File: src/hdl/cab_pkg.sv
// Package for the clipped alpha blit core: item types, register codes and the blend function.
// Used by the interfaces and by every module of the core; depends on nothing else.
`timescale 1ns / 1ps

package cab_pkg;

    localparam int MAX_DIM = 4096;
    localparam int CNT_W   = $clog2(MAX_DIM);
    localparam int CFG_W   = 13;
    localparam int POS_W   = CFG_W + 1;
    localparam int IDX_W   = 24;
    localparam int PROD_W  = 2 * CFG_W;

    typedef enum logic [2:0] {
        REG_SCREEN_WIDTH  = 3'd0,
        REG_SCREEN_HEIGHT = 3'd1,
        REG_SRC_WIDTH     = 3'd2,
        REG_SRC_HEIGHT    = 3'd3,
        REG_POS_X         = 3'd4,
        REG_POS_Y         = 3'd5
    } cab_reg_e;

    typedef logic [2:0]       cab_addr_t;
    typedef logic [CFG_W-1:0] cab_data_t;

    typedef struct packed {
        logic [7:0] tex_c0;
        logic [7:0] tex_c1;
        logic [7:0] tex_c2;
        logic [7:0] tex_alpha;
        logic [7:0] bg_c0;
        logic [7:0] bg_c1;
        logic [7:0] bg_c2;
        logic [7:0] bg_alpha;
    } blit_in_t;

    typedef struct packed {
        logic             write_en;
        logic [IDX_W-1:0] pixel_index;
        logic [7:0]       out_c0;
        logic [7:0]       out_c1;
        logic [7:0]       out_c2;
        logic [7:0]       out_alpha;
        logic             last;
    } blit_out_t;

    typedef struct packed {
        logic [CFG_W-1:0]        screen_width;
        logic [CFG_W-1:0]        screen_height;
        logic [CNT_W:0]          src_w_eff;
        logic [CNT_W:0]          src_h_eff;
        logic signed [CFG_W-1:0] pos_x;
        logic signed [CFG_W-1:0] pos_y;
    } cab_cfg_t;

    typedef struct packed {
        blit_in_t         px;
        logic [CNT_W-1:0] col;
        logic [CNT_W-1:0] row;
        logic             last;
    } cab_stage_t;

    // A source size of zero acts as one and anything above the maximum is clamped.
    function automatic logic [CNT_W:0] eff_dim(input logic [CFG_W-1:0] v);
        logic [CNT_W:0] r;
        if (v == '0) begin
            r = (CNT_W+1)'(1);
        end else if (32'(v) > 32'(MAX_DIM)) begin
            r = (CNT_W+1)'(MAX_DIM);
        end else begin
            r = (CNT_W+1)'(v);
        end
        return r;
    endfunction

    // Returns bg + floor(a * (tex - bg) / 256), kept to eight bits.
    function automatic logic [7:0] blend_ch(input logic [7:0] a, input logic [7:0] tex,
                                            input logic [7:0] bg);
        logic signed [8:0]  diff;
        logic signed [17:0] prod;
        logic [9:0]         q;
        logic [9:0]         sum;
        diff = $signed({1'b0, tex}) - $signed({1'b0, bg});
        prod = $signed({1'b0, a}) * diff;
        q    = prod[17:8];
        sum  = {2'b00, bg} + q;
        return sum[7:0];
    endfunction

endpackage

File: src/hdl/cab_ifs.sv
// Handshake interfaces of the clipped alpha blit core: texel input, pixel output, config writes.
// Depends on cab_pkg for the item types.
`timescale 1ns / 1ps

interface cab_in_if import cab_pkg::*; ();
    logic     valid;
    logic     ready;
    blit_in_t payload;
    modport source (output valid, output payload, input ready);
    modport sink (input valid, input payload, output ready);
endinterface

interface cab_out_if import cab_pkg::*; ();
    logic      valid;
    logic      ready;
    blit_out_t payload;
    modport source (output valid, output payload, input ready);
    modport sink (input valid, input payload, output ready);
endinterface

interface cab_cfg_if import cab_pkg::*; ();
    logic      valid;
    logic      ready;
    cab_addr_t index;
    cab_data_t data;
    modport source (output valid, output index, output data, input ready);
    modport sink (input valid, input index, input data, output ready);
endinterface

File: src/hdl/cab_cfg_regs.sv
// Configuration register file of the clipped alpha blit core.
// Depends on cab_pkg and cab_cfg_if.
`timescale 1ns / 1ps

module cab_cfg_regs import cab_pkg::*; (
    input  logic       clk,
    input  logic       rst_n,
    cab_cfg_if.sink    cfg_wr,
    output cab_cfg_t   cfg
);

    logic [CFG_W-1:0] screen_w_reg;
    logic [CFG_W-1:0] screen_h_reg;
    logic [CFG_W-1:0] src_w_reg;
    logic [CFG_W-1:0] src_h_reg;
    logic [CFG_W-1:0] pos_x_reg;
    logic [CFG_W-1:0] pos_y_reg;

    assign cfg_wr.ready = 1'b1;

    always_ff @(posedge clk or negedge rst_n)
    begin
        if (!rst_n)
        begin
            screen_w_reg <= CFG_W'(1024);
            screen_h_reg <= CFG_W'(768);
            src_w_reg    <= CFG_W'(64);
            src_h_reg    <= CFG_W'(64);
            pos_x_reg    <= '0;
            pos_y_reg    <= '0;
        end
        else if (cfg_wr.valid)
        begin
            case (cfg_wr.index)
                REG_SCREEN_WIDTH:  screen_w_reg <= cfg_wr.data;
                REG_SCREEN_HEIGHT: screen_h_reg <= cfg_wr.data;
                REG_SRC_WIDTH:     src_w_reg    <= cfg_wr.data;
                REG_SRC_HEIGHT:    src_h_reg    <= cfg_wr.data;
                REG_POS_X:         pos_x_reg    <= cfg_wr.data;
                REG_POS_Y:         pos_y_reg    <= cfg_wr.data;
                default:           ;
            endcase
        end
    end

    always_comb
    begin
        cfg.screen_width  = screen_w_reg;
        cfg.screen_height = screen_h_reg;
        cfg.src_w_eff     = eff_dim(src_w_reg);
        cfg.src_h_eff     = eff_dim(src_h_reg);
        cfg.pos_x         = $signed(pos_x_reg);
        cfg.pos_y         = $signed(pos_y_reg);
    end

endmodule

File: src/hdl/cab_src_stage.sv
// Input stage of the clipped alpha blit core: source column and row counters and input register.
// Depends on cab_pkg and cab_in_if.
`timescale 1ns / 1ps

module cab_src_stage import cab_pkg::*; (
    input  logic        clk,
    input  logic        rst_n,
    cab_in_if.sink      src,
    input  cab_cfg_t    cfg,
    input  logic        advance,
    output logic        stage_valid,
    output cab_stage_t  stage
);

    logic [CNT_W-1:0] col_reg;
    logic [CNT_W-1:0] col_next;
    logic [CNT_W-1:0] row_reg;
    logic [CNT_W-1:0] row_next;
    logic             valid_reg;
    cab_stage_t       stage_reg;
    logic             accept;
    logic             col_end;
    logic             row_end;

    assign src.ready   = !valid_reg || advance;
    assign accept      = src.valid && src.ready;
    assign stage_valid = valid_reg;
    assign stage       = stage_reg;

    always_comb
    begin
        col_end = ({1'b0, col_reg} + (CNT_W+1)'(1)) >= cfg.src_w_eff;
        row_end = ({1'b0, row_reg} + (CNT_W+1)'(1)) >= cfg.src_h_eff;
        if (col_end)
        begin
            col_next = '0;
            row_next = row_end ? '0 : row_reg + CNT_W'(1);
        end
        else
        begin
            col_next = col_reg + CNT_W'(1);
            row_next = row_reg;
        end
    end

    always_ff @(posedge clk or negedge rst_n)
    begin
        if (!rst_n)
        begin
            col_reg   <= '0;
            row_reg   <= '0;
            valid_reg <= 1'b0;
        end
        else
        begin
            if (accept)
            begin
                col_reg   <= col_next;
                row_reg   <= row_next;
                valid_reg <= 1'b1;
            end
            else if (advance)
            begin
                valid_reg <= 1'b0;
            end
        end
    end

    always_ff @(posedge clk)
    begin
        if (accept)
        begin
            stage_reg.px   <= src.payload;
            stage_reg.col  <= col_reg;
            stage_reg.row  <= row_reg;
            stage_reg.last <= col_end && row_end;
        end
    end

endmodule

File: src/hdl/cab_blend_out.sv
// Clip, index and blend logic of the clipped alpha blit core, followed by the output register.
// Depends on cab_pkg and cab_out_if.
`timescale 1ns / 1ps

module cab_blend_out import cab_pkg::*; (
    input  logic        clk,
    input  logic        rst_n,
    input  logic        stage_valid,
    input  cab_stage_t  stage,
    input  cab_cfg_t    cfg,
    output logic        advance,
    cab_out_if.source   dst
);

    logic                    out_valid_reg;
    blit_out_t               out_reg;
    blit_out_t               out_next;
    logic signed [POS_W-1:0] x;
    logic signed [POS_W-1:0] y;
    logic                    visible;
    logic [PROD_W-1:0]       row_base;
    logic [IDX_W-1:0]        index;

    assign advance     = !out_valid_reg || dst.ready;
    assign dst.valid   = out_valid_reg;
    assign dst.payload = out_reg;

    always_comb
    begin
        x = $signed({cfg.pos_x[CFG_W-1], cfg.pos_x})
            + $signed({{(POS_W-CNT_W){1'b0}}, stage.col});
        y = $signed({cfg.pos_y[CFG_W-1], cfg.pos_y})
            + $signed({{(POS_W-CNT_W){1'b0}}, stage.row});
        visible = !x[POS_W-1] && !y[POS_W-1]
                  && (x[CFG_W-1:0] < cfg.screen_width)
                  && (y[CFG_W-1:0] < cfg.screen_height);
        row_base = y[CFG_W-1:0] * cfg.screen_width;
        index    = row_base[IDX_W-1:0] + {{(IDX_W-CFG_W){1'b0}}, x[CFG_W-1:0]};

        out_next      = '0;
        out_next.last = stage.last;
        if (visible && (stage.px.tex_alpha != 8'd0))
        begin
            out_next.write_en    = 1'b1;
            out_next.pixel_index = index;
            if (stage.px.tex_alpha == 8'd255)
            begin
                out_next.out_c0    = stage.px.tex_c0;
                out_next.out_c1    = stage.px.tex_c1;
                out_next.out_c2    = stage.px.tex_c2;
                out_next.out_alpha = 8'd255;
            end
            else
            begin
                out_next.out_c0    = blend_ch(stage.px.tex_alpha, stage.px.tex_c0,
                                              stage.px.bg_c0);
                out_next.out_c1    = blend_ch(stage.px.tex_alpha, stage.px.tex_c1,
                                              stage.px.bg_c1);
                out_next.out_c2    = blend_ch(stage.px.tex_alpha, stage.px.tex_c2,
                                              stage.px.bg_c2);
                out_next.out_alpha = stage.px.bg_alpha;
            end
        end
    end

    always_ff @(posedge clk or negedge rst_n)
    begin
        if (!rst_n)
        begin
            out_valid_reg <= 1'b0;
        end
        else if (advance)
        begin
            out_valid_reg <= stage_valid;
        end
    end

    always_ff @(posedge clk)
    begin
        if (advance && stage_valid)
        begin
            out_reg <= out_next;
        end
    end

endmodule

File: src/hdl/clipped_alpha_blit_core.sv
// Clipped alpha blit core: an accepted texel item is held in the input register and then in the
// output register. Throughput is one item per cycle unless dst.ready stalls the output; the input
// and output registers form a two-stage pipeline with the clip, index multiply and blend logic between them.
// Reset clears the column and row counters and the valid flags and loads the register
// defaults (1024 x 768 screen, 64 x 64 source, position zero). Depends on cab_pkg and cab_ifs.
`timescale 1ns / 1ps

module clipped_alpha_blit_core import cab_pkg::*; (
    input  logic       clk,
    input  logic       rst_n,
    cab_cfg_if.sink    cfg,
    cab_in_if.sink     src,
    cab_out_if.source  dst
);

    cab_cfg_t   cfg_q;
    logic       advance;
    logic       stage_valid;
    cab_stage_t stage;

    cab_cfg_regs u_cfg_regs (
        .clk    (clk),
        .rst_n  (rst_n),
        .cfg_wr (cfg),
        .cfg    (cfg_q)
    );

    cab_src_stage u_src_stage (
        .clk         (clk),
        .rst_n       (rst_n),
        .src         (src),
        .cfg         (cfg_q),
        .advance     (advance),
        .stage_valid (stage_valid),
        .stage       (stage)
    );

    cab_blend_out u_blend_out (
        .clk         (clk),
        .rst_n       (rst_n),
        .stage_valid (stage_valid),
        .stage       (stage),
        .cfg         (cfg_q),
        .advance     (advance),
        .dst         (dst)
    );

endmodule
File: src/flat_wrapper.sv
// flat-port wrapper written by rule: the top's interface ports become plain ports
module clipped_alpha_blit_core_flat import cab_pkg::*;
  (clk, rst_n, cfg_valid, cfg_index, cfg_data, cfg_ready, src_valid, src_payload, src_ready, dst_valid, dst_payload, dst_ready);
  cab_cfg_if cfg_i ();
  cab_in_if src_i ();
  cab_out_if dst_i ();
  input  logic clk;
  input  logic rst_n;
  input wire logic [$bits(cfg_i.valid)-1:0] cfg_valid;
  input wire logic [$bits(cfg_i.index)-1:0] cfg_index;
  input wire logic [$bits(cfg_i.data)-1:0] cfg_data;
  output wire logic [$bits(cfg_i.ready)-1:0] cfg_ready;
  input wire logic [$bits(src_i.valid)-1:0] src_valid;
  input wire logic [$bits(src_i.payload)-1:0] src_payload;
  output wire logic [$bits(src_i.ready)-1:0] src_ready;
  output wire logic [$bits(dst_i.valid)-1:0] dst_valid;
  output wire logic [$bits(dst_i.payload)-1:0] dst_payload;
  input wire logic [$bits(dst_i.ready)-1:0] dst_ready;
  assign cfg_i.valid = cfg_valid;
  assign cfg_i.index = cfg_index;
  assign cfg_i.data = cfg_data;
  assign cfg_ready = cfg_i.ready;
  assign src_i.valid = src_valid;
  assign src_i.payload = src_payload;
  assign src_ready = src_i.ready;
  assign dst_valid = dst_i.valid;
  assign dst_payload = dst_i.payload;
  assign dst_i.ready = dst_ready;
  clipped_alpha_blit_core u_core (.clk(clk), .rst_n(rst_n), .cfg(cfg_i), .src(src_i), .dst(dst_i));
endmodule
File: config.mk
export PLATFORM = sky130hd
export DESIGN_NAME = clipped_alpha_blit_core_flat
export DESIGN_NICKNAME = d
export VERILOG_FILES = /design/src/hdl/cab_pkg.sv /design/src/hdl/cab_ifs.sv /design/src/hdl/cab_cfg_regs.sv /design/src/hdl/cab_src_stage.sv /design/src/hdl/cab_blend_out.sv /design/src/hdl/clipped_alpha_blit_core.sv /design/src/flat_wrapper.sv
export SDC_FILE = /design/constraint.sdc
export NUM_CORES = 1
export LEC_CHECK = 0
export ABC_AREA = 1
export BUFFER_PORTS_ARGS = -buffer_cell sky130_fd_sc_hd__buf_2
export CORE_MARGIN = 2
export CORE_UTILIZATION = 30
export CTS_BUF_LIST = sky130_fd_sc_hd__clkbuf_8
export CTS_CLUSTER_DIAMETER = 200
export CTS_CLUSTER_SIZE = 16
export DETAILED_ROUTE_END_ITERATION = 6
export GPL_TIMING_DRIVEN = 0
export PLACE_DENSITY = 0.48
export SETUP_SLACK_MARGIN = 0.4
export SLEW_MARGIN = 20
export SYNTH_ARGS = -nofsm -noshare
export SYNTH_HDL_FRONTEND = slang
export SYNTH_SLANG_ARGS = --single-unit
File: constraint.sdc
create_clock -name clk -period 7.05 [get_ports clk]
set_input_delay 2.115 -clock clk [delete_from_list [all_inputs] [get_ports clk]]
set_output_delay 2.115 -clock clk [all_outputs]
set_load 0.02 [all_outputs]
==> results of run 1 <==
final cells by class:
| cell class | count | share of cell area |
|---|---|---|
| diodes | 2 | 0.000161 |
| clock inverters | 14 | 0.00190 |
| plain buffers | 61 | 0.00981 |
| inverters | 548 | 0.0672 |
| well taps | 1144 | 0.0462 |
| repair buffers | 266 | 0.0610 |
| multi-input cells | 2071 | 0.579 |
| flip-flops and latches | 251 | 0.227 |
| clock buffers | 19 | 0.00843 |
worst paths after layout:
| path | startpoint | endpoint | slack (ns) | depth (start not counted) |
|---|---|---|---|---|
| setup / recovery | u_core.u_src_stage.stage[75]$_DFFE_PP_ | u_core.u_blend_out.dst.payload[24]$_SDFFCE_PN0P_ | -0.15 | 36 |
| hold / removal | u_core.u_src_stage.stage[0]$_DFFE_PP_ | u_core.u_blend_out.dst.payload[0]$_DFFE_PP_ | 0.43 | 0 |
| setup reg to reg | u_core.u_src_stage.stage[75]$_DFFE_PP_ | u_core.u_blend_out.dst.payload[24]$_SDFFCE_PN0P_ | -0.15 | 36 |
| hold reg to reg | u_core.u_src_stage.stage[0]$_DFFE_PP_ | u_core.u_blend_out.dst.payload[0]$_DFFE_PP_ | 0.43 | 0 |
| max in group asynchronous | rst_n | u_core.u_cfg_regs.screen_h_reg[9]$_DFFE_PN1P_ | 4.94 | 2 |
| min in group asynchronous | rst_n | u_core.u_src_stage.row_reg[10]$_DFFE_PN0P_ | 1.40 | 1 |
logic make-up after synthesis:
kind of cell / count (synthesis) / synth area share
adders and majority gates: 584 / 0.360
DFF: 251 / 0.272
other: 1 / 0.000145
AOI/OAI and AO/OA: 351 / 0.0733
and+or+nand+nor: 1027 / 0.166
buffers and inverters: 609 / 0.0908
xor gates and xnor gates: 108 / 0.0376
synth_stat cells, types with 32 or more instances:
library cell | count | area (sq um)
dfrtp_1 | 99 | 2480
nand3_1 | 74 | 370
nand2_1 | 560 | 2100
fa_1 | 263 | 5270
a21oi_1 | 136 | 681
o21ai_0 | 157 | 786
xnor2_1 | 47 | 412
clkbuf_1 | 40 | 150
edfxtp_1 | 147 | 4410
nand4_1 | 32 | 200
inv_1 | 535 | 2010
ha_1 | 321 | 4020
nor2_1 | 281 | 1050
xor2_1 | 58 | 508
through the flow:
step / setup TNS (ns) / cells / area, sq um / worst slack, ns
CTS: -0.343 / 4354 / 30400 / -0.154
global route: -2.95 / 4375 / 31000 / -0.506
global placement: -98.51 / 4219 / 28100 / -0.930
finish: -0.381 / 4376 / 31000 / -0.145
detailed placement: -14.31 / 4225 / 28300 / -0.917
floorplan: 0 / 2931 / 26000 / 0.209
worst max-delay path: cells and delay by family, from the launching register on:
| kind | cells | cell delay (ns) |
|---|---|---|
| flip-flops | 1 | 0.47 |
| adder cells (fa/ha/maj) | 8 | 3.36 |
| XOR/XNOR | 2 | 0.42 |
| AO/OA/AOI/OAI | 9 | 1.39 |
| AND/OR/NAND/NOR | 11 | 0.98 |
| buffers and inverters | 6 | 0.36 |
layer usage:
metal | vias to the layer above | share of wire | wire [um] | GRT usage
met5 | - | 0 | 0 | 0
met4 | 0 | 0.021 | 1630 | 0.0374
met3 | 77 | 0.044 | 3330 | 0.0248
met2 | 359 | 0.46 | 34700 | 0.284
met1 | 9721 | 0.48 | 36600 | 0.246
li1 | 9864 | - | - | -
repair_timing:
action	in CTS	in global routing
resized for setup	209	98
pin swaps	146	99
setup buffers	96	20
endpoints found under the setup margin	36	35
==> impl_metrics.toml, run 1 <==
[route]
first_pass_iters = 5
drc = 0
drt-wirelength-per-cell_um = 17.4
drt_iter0_markers = 999
viasPerCell = 4.58
ant_nets = 0
dr_total_vias = 20000
routed_wl_mm = 76.3

[cells_and_area]
layout-drive-gt1-share = 0.186
layout.nets = 3887
final_cell_mix = "521 x nand2_1, 518 x inv_1, 282 x ha_1"
regArea_sq_um = 7020
final_common_cell = "nand2_1"
utilization = 0.364
largest_register_ffs = 89
multi_input_area_sq_um = 17900
fillers = 8845
area_growth_pct = 20.3

[clock_tree]
cts_sinks = 251
clock_latency_ns = 0.66
cts_tree = "built"
clockBufferDepth = 3
cts_made_buffers = 19
cts.clk_slew.worst_paths_ns = 0.11
ctsHtreeMaxLevel = 1
cts_root_buffer = "clkbuf_8"
cts_hold_buf = 0

[synthesis]
ys_seq_area_frac = 0.272
yosysWarnings = 0
synth_area_per_cell_sq_um = 8.79
synth_fp_nets = 3600
syn_inst = 2931
synthArstFlopShare = 0.414
ys_ff_latch = 251
synth_cell_types = 51
synth_ff_type = "edfxtp_1"
synth-edff-count = 147
synth_area_sq_um = 25800

[global_routing]
grt_pass1_wl_mm = 121
grt_overflow = 0
grtUsageTotal = 0.174
grt_pass1_vias = 21100
antenna_found_initial = 1
grt_max_degree = 66

[worst_setup_path]
crit_required_ns = 7.50
startpoint_type = "flop"
slowest_stage = "fa_1"
worst-setup-path-type = "flop to flop"
critPathMaxStageDelay_ns = 0.55
critical_path.max_fanout = 4
arrival_ns = 7.65
path_common_cell = "fa_1"
critPathCaptureType = "flop"

[status]
outcome = "finished, violations left"
violations = "setup timing"

[floorplanning]
core_area_sq_um = 85100
ios = 146
start_util = 0.303
fp.dieW_um = 297
rows = 107
die_area_sq_um = 88300
die_h_um = 297

[timing]
slew_headroom = 0.392
period_needed_ns = 7.20
setup_viol_count_final = 3
slew_viol_final = 0
holdWs_ns = 0.433
skew_ns = 0.0564
setup_slack_ns = -0.145
finalCritPeriodShare = 1.02
worst_slew_pin_slew_ns = 0.908
finalHoldViolCount = 0
rsz0062_at_grt = "true"
fmax_mhz = 139

[place]
port_buffers = 144
dp.final_hpwl_mm = 59.3
place_congestion = 0.837

[worst_hold_path]
hold_class = "flop to flop"

[flow_run]
max-cap-violations = 0
Power of run 1 is not shown: default switching activity piles up to over one toggle a cycle in this logic, so the estimate is an artifact.
==> run 2, diff against run 1 <==
Settings changed: GPL_ROUTABILITY_DRIVEN set to 0, GPL_TIMING_DRIVEN 0 to not set, SETUP_SLACK_MARGIN 0.4 to 0.3.
==> impl_metrics.toml, run 2 (synthesis results as in run 1) <==
[status]
outcome = "finished, final reports clean"

[timing]
slew_viol_final = 0
finalHoldViolCount = 0
period_needed_ns = 6.98
finalCritPeriodShare = 0.991
fmax_mhz = 143
worst_slew_pin_slew_ns = 0.927
rsz0062_at_grt = "true"
slew_headroom = 0.374
setup-tns-final_ns = 0
setup_viol_count_final = 0
holdWs_ns = 0.453
skew_ns = 0.0612

[global_routing]
grt_pass1_wl_mm = 116
grtUsageTotal = 0.166
grt_overflow = 0
grt_pass1_vias = 20700
grt_max_degree = 62
antenna_found_initial = 1

[worst_setup_path]
critPathMaxStageDelay_ns = 0.51
critPathCaptureType = "flop"
critical_path.max_fanout = 3
cp_num_buf_inv = 7
worst-setup-path-type = "flop to flop"
crit_required_ns = 7.44
startpoint_type = "flop"
path_common_cell = "nand2_1"
path_delay_family = "adder cells"
arrival_ns = 7.38
slowest_stage = "fa_1"

[route]
drt-wirelength-per-cell_um = 16.5
first_pass_iters = 5
viasPerCell = 4.53
drt_iter0_markers = 949
drc = 0
ant_nets = 0
dr_total_vias = 20100
routed_wl_mm = 73.0

[floorplanning]
core_area_sq_um = 85100
die_h_um = 297
ios = 146
die_area_sq_um = 88300
rows = 107
start_util = 0.303
fp.dieW_um = 297

[worst_hold_path]
hold_class = "flop to flop"

[flow_run]
max-cap-violations = 0

[cells_and_area]
largest_register_ffs = 89
layout.nets = 3939
final_common_cell = "nand2_1"
area_growth_pct = 20.0
final_cell_mix = "528 x nand2_1, 515 x inv_1, 285 x ha_1"
instances_no_fill = 4428
layout-drive-gt1-share = 0.204

[clock_tree]
ctsHtreeMaxLevel = 1
cts_sinks = 251
clockBufferDepth = 3
clock_latency_ns = 0.65
cts_made_buffers = 19
cts_tree = "built"
cts_root_buffer = "clkbuf_8"
cts.clk_slew.worst_paths_ns = 0.13
cts_hold_buf = 0

[place]
port_buffers = 144
dp.final_hpwl_mm = 57.6
dp.cells = 4342
-- run 2: changes by cell type in the layout (fill, tap and decap cells not counted), moves of 6 or more --
cell      previous run  this run
a21oi_4             15         7
a21oi_2             22        32
buf_12               9         1
inv_2               30        36
nand2_1            521       528
clkbuf_1            34         0
buf_2              155       143
nand2_4              8         2
xnor2_1             33        41
xor2_4               8         2
buf_4               96       223
nor2_2              18        25
-- run 2: worst reg2reg max path: cells and delay by family, from the launching register on --
kind                     cells  cell delay, ns
AO/OA/AOI/OAI                9            1.16
buffers and inverters        7            0.40
XOR/XNOR                     2            0.37
AND/OR/NAND/NOR             17            1.30
flip-flops                   1            0.42
adder cells (fa/ha/maj)      8            3.13
-- run 2: area by class of cell --
type                            count  area (sq um)
Clock inverter                     14          57.6
Sequential cell                   251          7020
Tap cell                         1144          1430
Multi-Input combinational cell   2071         17500
Timing Repair Buffer              379          2540
Antenna cell                        1          2.50
Inverter                          548          2070
Fill cell                        8821         54200
Clock buffer                       20           275
-- run 2: stage by stage --
| stage | instance area [sq um] | util | setup slack [ns] |
|---|---|---|---|
| after floorplan | 25900 | - | 0.209 |
| after global placement | 29200 | 0.343 | -0.0773 |
| after detailed placement | 29200 | 0.343 | -0.139 |
| after CTS | 30000 | 0.353 | 0.0624 |
| after global routing | 30900 | 0.363 | -0.302 |
| final | 30900 | 0.363 | 0.0651 |
-- run 2: what timing repair did --
item / 4_1_cts / 5_1_grt
resized for setup: 56 / 174
pin swaps: 90 / 98
setup buffers: 29 / 22
gates cloned: 0 / 0
endpoints found under the setup margin: 25 / 31
-- run 2: per-layer routing --
| metal | GRT usage | wire length [um] | share of wire | up-vias |
|---|---|---|---|---|
| li1 | - | - | - | 9957 |
| met1 | 0.235 | 35400 | 0.49 | 9773 |
| met2 | 0.278 | 33900 | 0.46 | 287 |
| met3 | 0.0213 | 2680 | 0.037 | 51 |
| met4 | 0.0238 | 950 | 0.013 | 0 |
| met5 | 0 | 0 | 0 | - |
-- run 2: path summary, 6_finish.rpt --
| kind | start | endpoint | slack, ns | cells after the start |
|---|---|---|---|---|
| max in group asynchronous | rst_n | u_core.u_cfg_regs.pos_y_reg[8]$_DFFE_PN0P_ | 4.32 | 2 |
| worst max-delay path | u_core.u_src_stage.stage[51]$_DFFE_PP_ | u_core.u_blend_out.dst.payload[32]$_SDFFCE_PN0P_ | 0.07 | 43 |
| worst max register to register | u_core.u_src_stage.stage[51]$_DFFE_PP_ | u_core.u_blend_out.dst.payload[32]$_SDFFCE_PN0P_ | 0.07 | 43 |
| min in group asynchronous | rst_n | u_core.u_cfg_regs.pos_y_reg[10]$_DFFE_PN0P_ | 1.55 | 1 |
| worst min-delay path | u_core.u_src_stage.col_reg[11]$_DFFE_PN0P_ | u_core.u_src_stage.stage[24]$_DFFE_PP_ | 0.45 | 0 |
| worst min register to register | u_core.u_src_stage.col_reg[11]$_DFFE_PN0P_ | u_core.u_src_stage.stage[24]$_DFFE_PP_ | 0.45 | 0 |
Power of run 2 is left out for the same reason.
